--- config.mk ---
export PLATFORM = sky130hd
export DESIGN_NAME = vrt_trig
export DESIGN_NICKNAME = d
export VERILOG_FILES = /design/src/hw/rtl/vrt_pkg.sv /design/src/hw/rtl/vrt_cordic_cell.sv /design/src/hw/rtl/vrt_trig.sv
export SDC_FILE = /design/constraint.sdc
export NUM_CORES = 2
export LEC_CHECK = 0
export BUFFER_PORTS_ARGS = -buffer_cell sky130_fd_sc_hd__clkbuf_2
export CAP_MARGIN = 5
export CORE_MARGIN = 8
export CORE_UTILIZATION = 52
export DETAILED_ROUTE_END_ITERATION = 8
export PLACE_DENSITY = 0.67
export SLEW_MARGIN = 20
export SYNTH_ARGS = -nofsm -noshare
export SYNTH_HDL_FRONTEND = slang
export SYNTH_SLANG_ARGS = --single-unit
--- constraint.sdc ---
create_clock -name clock -period 5.2 [get_ports clock]
set_input_delay 0.52 -clock clock [delete_from_list [all_inputs] [get_ports clock]]
set_output_delay 0.52 -clock clock [all_outputs]
set_load 0.02 [all_outputs]
--- src/hw/rtl/vrt_pkg.sv ---
// ----------------------------------------------------------------------------
// vrt_pkg
// Shared constants, types and tables for the vertex rotate/translate block.
// ----------------------------------------------------------------------------
`timescale 1ns / 1ps
`default_nettype none

package vrt_pkg;

   localparam int COORD_WIDTH_DEF = 32;
   localparam int ANGLE_WIDTH_DEF = 16;
   localparam int TRIG_STAGES_DEF = 16;

   localparam int TRIG_FRAC   = 15;
   localparam int TRIG_W      = TRIG_FRAC + 2;
   localparam int CORDIC_W    = 34;
   localparam int PHASE_W     = 33;
   localparam int ATAN_COUNT  = 24;
   localparam int CSR_INDEX_W = 3;

   localparam logic signed [CORDIC_W-1:0] CORDIC_GAIN = 34'sd652032874;

   localparam logic [31:0] ATAN_TABLE [ATAN_COUNT] = '{
      32'd536870912, 32'd316933406, 32'd167458907, 32'd85004756,
      32'd42667331,  32'd21354465,  32'd10679838,  32'd5340245,
      32'd2670163,   32'd1335087,   32'd667544,    32'd333772,
      32'd166886,    32'd83443,     32'd41722,     32'd20861,
      32'd10430,     32'd5215,      32'd2608,      32'd1304,
      32'd652,       32'd326,       32'd163,       32'd81
   };

   typedef enum logic [CSR_INDEX_W-1:0] {
      CSR_ANGLE_X  = 3'd0,
      CSR_ANGLE_Y  = 3'd1,
      CSR_ANGLE_Z  = 3'd2,
      CSR_OFFSET_X = 3'd3,
      CSR_OFFSET_Y = 3'd4,
      CSR_OFFSET_Z = 3'd5
   } csr_index_type;

   typedef struct packed {
      logic signed [TRIG_W-1:0] cos_v;
      logic signed [TRIG_W-1:0] sin_v;
   } trig_type;

endpackage

`default_nettype wire

--- src/hw/rtl/vrt_cordic_cell.sv ---
// ----------------------------------------------------------------------------
// vrt_cordic_cell
// One rotation-mode CORDIC iteration, registered.
// ----------------------------------------------------------------------------
`timescale 1ns / 1ps
`default_nettype none

module vrt_cordic_cell #(
   parameter int SHIFT = 0
) (
   input  wire logic                                clock,
   input  wire logic signed [vrt_pkg::CORDIC_W-1:0] x_in,
   input  wire logic signed [vrt_pkg::CORDIC_W-1:0] y_in,
   input  wire logic signed [vrt_pkg::PHASE_W-1:0]  z_in,
   input  wire logic                                neg_in,
   output logic signed [vrt_pkg::CORDIC_W-1:0]      x_out,
   output logic signed [vrt_pkg::CORDIC_W-1:0]      y_out,
   output logic signed [vrt_pkg::PHASE_W-1:0]       z_out,
   output logic                                     neg_out
);
   import vrt_pkg::*;

   localparam logic signed [PHASE_W-1:0] ATAN =
      signed'({1'b0, ATAN_TABLE[SHIFT]});

   logic signed [CORDIC_W-1:0] x_ff, y_ff;
   logic signed [PHASE_W-1:0]  z_ff;
   logic                       neg_ff;

   always_ff @(posedge clock) begin
      if (z_in >= 0) begin
         x_ff <= x_in - (y_in >>> SHIFT);
         y_ff <= y_in + (x_in >>> SHIFT);
         z_ff <= z_in - ATAN;
      end else begin
         x_ff <= x_in + (y_in >>> SHIFT);
         y_ff <= y_in - (x_in >>> SHIFT);
         z_ff <= z_in + ATAN;
      end
      neg_ff <= neg_in;
   end

   assign x_out   = x_ff;
   assign y_out   = y_ff;
   assign z_out   = z_ff;
   assign neg_out = neg_ff;

endmodule

`default_nettype wire

--- src/hw/rtl/vrt_trig.sv ---
// ----------------------------------------------------------------------------
// vrt_trig
// Free-running CORDIC chain turning a binary angle into cosine and sine.
// ----------------------------------------------------------------------------
`timescale 1ns / 1ps
`default_nettype none

module vrt_trig #(
   parameter int ANGLE_WIDTH = vrt_pkg::ANGLE_WIDTH_DEF,
   parameter int TRIG_STAGES = vrt_pkg::TRIG_STAGES_DEF
) (
   input  wire logic                   clock,
   input  wire logic [ANGLE_WIDTH-1:0] angle,
   output vrt_pkg::trig_type           trig
);
   import vrt_pkg::*;

   localparam logic signed [PHASE_W-1:0] QUARTER = 33'sh040000000;
   localparam logic signed [PHASE_W-1:0] HALF    = 33'sh080000000;
   localparam logic signed [CORDIC_W-1:0] RND    = 34'sd16384;

   logic signed [CORDIC_W-1:0] xs [TRIG_STAGES+1];
   logic signed [CORDIC_W-1:0] ys [TRIG_STAGES+1];
   logic signed [PHASE_W-1:0]  zs [TRIG_STAGES+1];
   logic                       ns [TRIG_STAGES+1];

   logic [31:0]                phase;
   logic signed [PHASE_W-1:0]  z_wide;
   logic signed [PHASE_W-1:0]  z_in;
   logic                       neg_in;
   logic signed [PHASE_W-1:0]  z_ff;
   logic                       neg_ff;
   logic signed [CORDIC_W-1:0] xf, yf;
   logic signed [CORDIC_W-1:0] xr, yr;
   trig_type                   trig_ff;

   assign phase  = {angle, {(32-ANGLE_WIDTH){1'b0}}};
   assign z_wide = signed'({phase[31], phase});

   always_comb begin
      z_in   = z_wide;
      neg_in = 1'b0;
      if (z_wide >= QUARTER) begin
         z_in   = z_wide - HALF;
         neg_in = 1'b1;
      end else if (z_wide < -QUARTER) begin
         z_in   = z_wide + HALF;
         neg_in = 1'b1;
      end
   end

   always_ff @(posedge clock) begin
      z_ff   <= z_in;
      neg_ff <= neg_in;
   end

   assign xs[0] = CORDIC_GAIN;
   assign ys[0] = '0;
   assign zs[0] = z_ff;
   assign ns[0] = neg_ff;

   for (genvar i = 0; i < TRIG_STAGES; i++) begin : g_cell
      vrt_cordic_cell #(.SHIFT(i)) u_cell (
         .clock   (clock),
         .x_in    (xs[i]),
         .y_in    (ys[i]),
         .z_in    (zs[i]),
         .neg_in  (ns[i]),
         .x_out   (xs[i+1]),
         .y_out   (ys[i+1]),
         .z_out   (zs[i+1]),
         .neg_out (ns[i+1])
      );
   end

   assign xf = ns[TRIG_STAGES] ? -xs[TRIG_STAGES] : xs[TRIG_STAGES];
   assign yf = ns[TRIG_STAGES] ? -ys[TRIG_STAGES] : ys[TRIG_STAGES];
   assign xr = (xf + RND) >>> TRIG_FRAC;
   assign yr = (yf + RND) >>> TRIG_FRAC;

   always_ff @(posedge clock) begin
      trig_ff.cos_v <= xr[TRIG_W-1:0];
      trig_ff.sin_v <= yr[TRIG_W-1:0];
   end

   assign trig = trig_ff;

endmodule

`default_nettype wire

## Yosys cells after proc, flatten, opt, wreduce, memory -nomap -nowiden

Cells that the tools add are included.

- Add/subtract/negate cells: 96
- Multipliers: 0
- Div/mod/pow operators: 0
- Magnitude comparators: 18
- Equality and inequality tests: 0
- Shift operators: 0
- Muxes and demuxes: 51
- Bitwise gates (word level): 0
- Reduce and logical (&&, ||, !) cells: 0

Operators with widths:

| operator | number |
|---|---|
| 2-to-1 mux 34 bit | 29 |
| 2-to-1 mux 33 bit | 17 |
| greater-or-equal comparator 33 x 1 -> 1 bit, second input constant | 16 |
| 2-to-1 mux 32 bit | 4 |
| adder 34 x 20 -> 34 bit | 2 |
| adder 34 x 21 -> 34 bit | 2 |
| adder 34 x 22 -> 34 bit | 2 |
| adder 34 x 23 -> 34 bit | 2 |
| adder 34 x 24 -> 34 bit | 2 |
| adder 34 x 25 -> 34 bit | 2 |
| adder 34 x 26 -> 34 bit | 2 |
| adder 34 x 27 -> 34 bit | 2 |
| adder 34 x 28 -> 34 bit | 2 |
| adder 34 x 29 -> 34 bit | 2 |
| adder 34 x 30 -> 34 bit | 2 |
| adder 34 x 31 -> 34 bit | 2 |
| adder 34 x 32 -> 34 bit | 2 |
| subtractor 34 x 20 -> 34 bit | 2 |
| subtractor 34 x 21 -> 34 bit | 2 |
| subtractor 34 x 22 -> 34 bit | 2 |
| subtractor 34 x 23 -> 34 bit | 2 |
| subtractor 34 x 24 -> 34 bit | 2 |
| subtractor 34 x 25 -> 34 bit | 2 |
| subtractor 34 x 26 -> 34 bit | 2 |
| other kinds (49) | 59 |

- Register bits: 1629
- Latch bits: 0
- RAM bits: 0
- Bits in read-only memories: 0
- Input port bits: 17
- Output and inout bits: 34
- Logic and storage cells: 231
- Memories: 0

## Depth between registers and ports, before layout

- Depth in word-level cells: 3
- Mapped depth: 21
- Depth with buffers taken out: 21

## Hierarchy

From an unflattened synthesis, not the netlist that was laid out.

- Cells, all modules: 15990
- Area, all modules: 132873.7 sq um

Modules (own cells, without submodules):

| module | instances | cells each | area an instance (sq um) | seq. area each (sq um) |
|---|---|---|---|---|
| vrt_cordic_cell (g_cell[6].u_cell) | 1 | 1017 | 8405.6 | 2042.0 |
| vrt_cordic_cell (g_cell[1].u_cell) | 1 | 989 | 8379.3 | 2042.0 |
| vrt_cordic_cell (g_cell[2].u_cell) | 1 | 1012 | 8333.0 | 2042.0 |
| vrt_cordic_cell (g_cell[7].u_cell) | 1 | 1011 | 8330.5 | 2042.0 |
| vrt_cordic_cell (g_cell[9].u_cell) | 1 | 1003 | 8245.4 | 2042.0 |
| vrt_cordic_cell (g_cell[3].u_cell) | 1 | 993 | 8190.4 | 2042.0 |
| vrt_cordic_cell (g_cell[4].u_cell) | 1 | 982 | 8184.1 | 2042.0 |
| vrt_cordic_cell (g_cell[5].u_cell) | 1 | 987 | 8170.3 | 2042.0 |
| vrt_cordic_cell (g_cell[14].u_cell) | 1 | 978 | 8102.8 | 2042.0 |
| vrt_cordic_cell (g_cell[8].u_cell) | 1 | 957 | 8036.5 | 2042.0 |
| vrt_cordic_cell (g_cell[13].u_cell) | 1 | 966 | 8013.9 | 2042.0 |
| vrt_cordic_cell (g_cell[12].u_cell) | 1 | 938 | 7937.6 | 2042.0 |
| vrt_cordic_cell (g_cell[10].u_cell) | 1 | 958 | 7903.8 | 2042.0 |
| vrt_cordic_cell (g_cell[0].u_cell) | 1 | 1006 | 7896.3 | 2021.9 |
| +3 rows | n/a | n/a | n/a | n/a |

## Worst setup path before layout

No wires, ideal clock.

- Path kind: flip-flop to flip-flop
- Start point: register g_cell[11].u_cell.y_ff[13]
- End point: register g_cell[12].u_cell.x_ff[33]
- Setup time: 0.115 ns
- Arrival: 4.623 ns
- Data required time: 5.085 ns
- Path slack: 0.462 ns
- Cell stages (with the launch flop): 17
- Buffers on the path: 0
- Period minus slack after synthesis: 4.738 ns
- Cells stage by stage: dfxtp_1 -> or3_1 -> or3b_1 -> or4_1 -> or3b_4 -> o31ai_1 -> xor2_1 -> ha_1 -> a21o_1 -> a21o_1 -> a21o_1 -> a21oi_1 -> nand4_1 -> nor2b_1 -> a311o_1 -> or4_1 -> and3_1

- Word-level cells in the longest chain between the ends: 2
- Elaborated cells on any way between the ends: 3
- Those cells by class: add/sub: 2; mux: 1

RTL lines:

| what | RTL line | RTL |
|---|---|---|
| start, declared | vrt_cordic_cell.sv:26 | `logic signed [CORDIC_W-1:0] x_ff, y_ff;` |
| start signal, assigned | vrt_cordic_cell.sv:33 | `y_ff <= y_in + (x_in >>> SHIFT);` |
| start signal, assigned | vrt_cordic_cell.sv:37 | `y_ff <= y_in - (x_in >>> SHIFT);` |
| adder 34 x 22 -> 34 bit / subtractor 34 x 22 -> 34 bit (equally long branches) | vrt_cordic_cell.sv:36, vrt_cordic_cell.sv:32 |  |
| 2-to-1 mux 34 bit (*) | vrt_cordic_cell.sv:31 | `if (z_in >= 0) begin` |
| end signal, assigned | vrt_cordic_cell.sv:32 | `x_ff <= x_in - (y_in >>> SHIFT);` |
| end signal, assigned | vrt_cordic_cell.sv:36 | `x_ff <= x_in + (y_in >>> SHIFT);` |
| end, declared | vrt_cordic_cell.sv:26 |  |

Mark *: on every way between the ends. The rest lies on a longest branch, timed or not.
A chain may end at the register's enable or synchronous reset.

## Final worst setup path

- Start point: register g_cell[11].u_cell.y_ff[12]
- End point: register g_cell[12].u_cell.x_ff[33]

Same word-level chain as after synthesis.

==> metrics.txt <==
number of antenna violations at the first check in global routing 14; Net Count, Synth 13.8k; crit path kind reg2reg; Worst-Skew Late Latency 0.82 ns; Port Buf Inserts 50; largest net degree at the start of global routing 57; FMAX 199 MHz; final design utilization 57.5%; EDFF count, synth 0; share of post-route cells with drive strength above 1 5.59%; Syn Area/Cell 8.60 um^2; top cell type's share of synthesized area 27.7%; Vias/cell 5.90; vias in the first global route 86.7k; Cells after Synth 12.4k; area leader, netlist dfxtp_1; synth-to-layout area growth 10.0%; critical path's largest stage delay 0.47 ns; predominant post-synthesis flop cell dfxtp_1; CTS tree yes; Pre-antenna DRT Iters 8; Ys Warns 0; critical-path cell list or3_1 > or3b_1 > or4_1 > or3b_4 > o31ai_2 > xor2_1 > ha_1 > buf_4 > and4_1 > and2_1 > and3_1 > o21ai_0 > nand4_1 > nor2b_2 > a311o_1 > or4_1 > and3_1; max_slew headroom 33.4%; met1 Use GR 35.3%; Hold Path Class reg2reg; nets 14.1k; CP Data Arrival Time 5.72 ns; Core Box Area 204,000 um^2; gr usage total 25.5%; status finished, final reports clean; most common cell in the netlist dfxtp_1; Unique masters post-synth 102; Initial DRC Count 6,999; standard-cell rows 166; grt total ovfl 0; Worst Setup Slack, final 0.175 ns; I/O Pins 51; Seq cells post-synth 1,481; Critical Path RT 5.90 ns; met2 Use GR 41.3%; hpwl dp 241,000 um; DIE WIDTH 469 um; clock root buffer clkbuf_16; endpoints failing hold 0; first-pass GRT wire length 469,000 um; Synth async-reset ratio 0%; CTS buffer count 171; H-tree levels 4; busiest grt layer met2; Routed WL 298,000 um; Worst-path clk slew 0.06 ns; Critical path buffers and inverters 1; Final Cycle Share 96.6%; Slew @ Worst Pin 0.991 ns; Slowest-stage cell, CP or4_1; Place WS 0.184 ns; Setup Skew 0.0370 ns; Max Slew Vio Count 0; ranking of synthesized cells by area dfxtp_1 28%, ha_1 16%, xnor2_1 9.6%; Longest Clk Path Bufs 3; minimum clock period 5.03 ns; leading cell types by count after synthesis 1,481 x dfxtp_1, 1,366 x ha_1, 1,168 x xnor2_1, 1,011 x a21oi_1, 842 x nor2_1; DRC 0; clk sinks 1,481; RePlAce Congestion 0.986; CP Max Fanout 4; ANT nets after route 0; Post-Syn Area 107,000 um^2; die area 220,000 um^2; die height 469 um; Max-Cap Viols 0; final setup fails 0; grt met3 use 3.68%; CP startpoint kind flop; Top Family by Delay on Critical Path simple AND/OR/NAND/NOR gates; Critical Path End Type flop; sequential share of the synthesized area 27.7%; Initial Utilization 52.3%; DR WL/cell 19.2 um; vias after detailed routing 91.4k
[final cells by class]
class	instances	area [um^2]
Multi-Input combinational cell	10262	74800
Clock inverter	90	1300
Timing Repair Buffer	227	1630
Sequential cell	1481	29700
Inverter	503	1890
Tap cell	2688	3360
Antenna cell	16	40.0
Clock buffer	221	4830
Fill cell	18420	86800
[kinds of logic (layout without fill, tap and decap cells)]
kind of cell,Yosys count,in the layout,synth area share (%)
AO/OA/AOI/OAI,3737,3737,22.6
XOR/XNOR,1846,1846,15.2
adder cells (fa/ha/maj),1408,1408,16.8
buffers and inverters,683,1041,2.40
flip-flops,1481,1481,27.7
multiplexers,36,36,0.341
other,1,17,0.00351
AND/OR/NAND/NOR,3234,3234,15.0
[registers in the layout, indices dropped and copies added (netlist names)]
register,count
g_cell.u_cell.y_out,509
g_cell.u_cell.neg_out,16
neg_ff,1
g_cell.u_cell.z_out,420
z_ff,17
g_cell.u_cell.x_out,484
trig,34
[final timing paths]
path                                             from                                   to  slack (ns)  depth (start not counted)
setup / recovery  g_cell[11].u_cell.y_out[12]$_DFF_P_  g_cell[12].u_cell.x_out[33]$_DFF_P_        0.17                         17
hold / removal      g_cell[14].u_cell.neg_out$_DFF_P_    g_cell[15].u_cell.neg_out$_DFF_P_        0.33                          0
setup reg to reg  g_cell[11].u_cell.y_out[12]$_DFF_P_  g_cell[12].u_cell.x_out[33]$_DFF_P_        0.17                         17
hold reg to reg     g_cell[14].u_cell.neg_out$_DFF_P_    g_cell[15].u_cell.neg_out$_DFF_P_        0.33                          0
[layer usage]
metal | vias to the layer above | share of wire (%)
met4 | 4 | 3.0
li1 | 45433 | -
met1 | 42987 | 47
met3 | 491 | 5.8
met2 | 2443 | 44
met5 | - | 0.0087
[metrics by stage]
stage / TNS, ns / instances / cell area [um^2] / hold slack, ns
3_3_place_gp: 0 / 15142 / 111000 / 0.309
5_1_grt: -0.0664 / 15483 / 118000 / 0.320
4_1_cts: 0 / 15469 / 117000 / 0.283
6_report: 0 / 15488 / 118000 / 0.325
3_5_place_dp: 0 / 15142 / 111000 / 0.312
2_1_floorplan: 0 / 12426 / 107000 / 0.310
[cell usage in the layout, fill, tap and decap left out, types with 206 or more instances in the layout]
cell type  count
a21o_1       618
a21oi_1     1005
dfxtp_1     1467
ha_1        1366
inv_1        500
nand2_1      792
nand3_1      227
nor2_1       842
nor3_1       231
o21a_1       206
o21ai_0      747
o31ai_1      235
xnor2_1     1168
xor2_1       675
[what timing repair did]
item / in CTS / in global routing
gates resized for setup: 0 / 43
hold endpoints to repair: 18 / 0
buffers inserted: 0 / 3
setup endpoints to repair: 0 / 36
hold buffers: 16 / 0
Power is not shown: default switching activity piles up to over one toggle a cycle in this logic, so the estimate is an artifact.
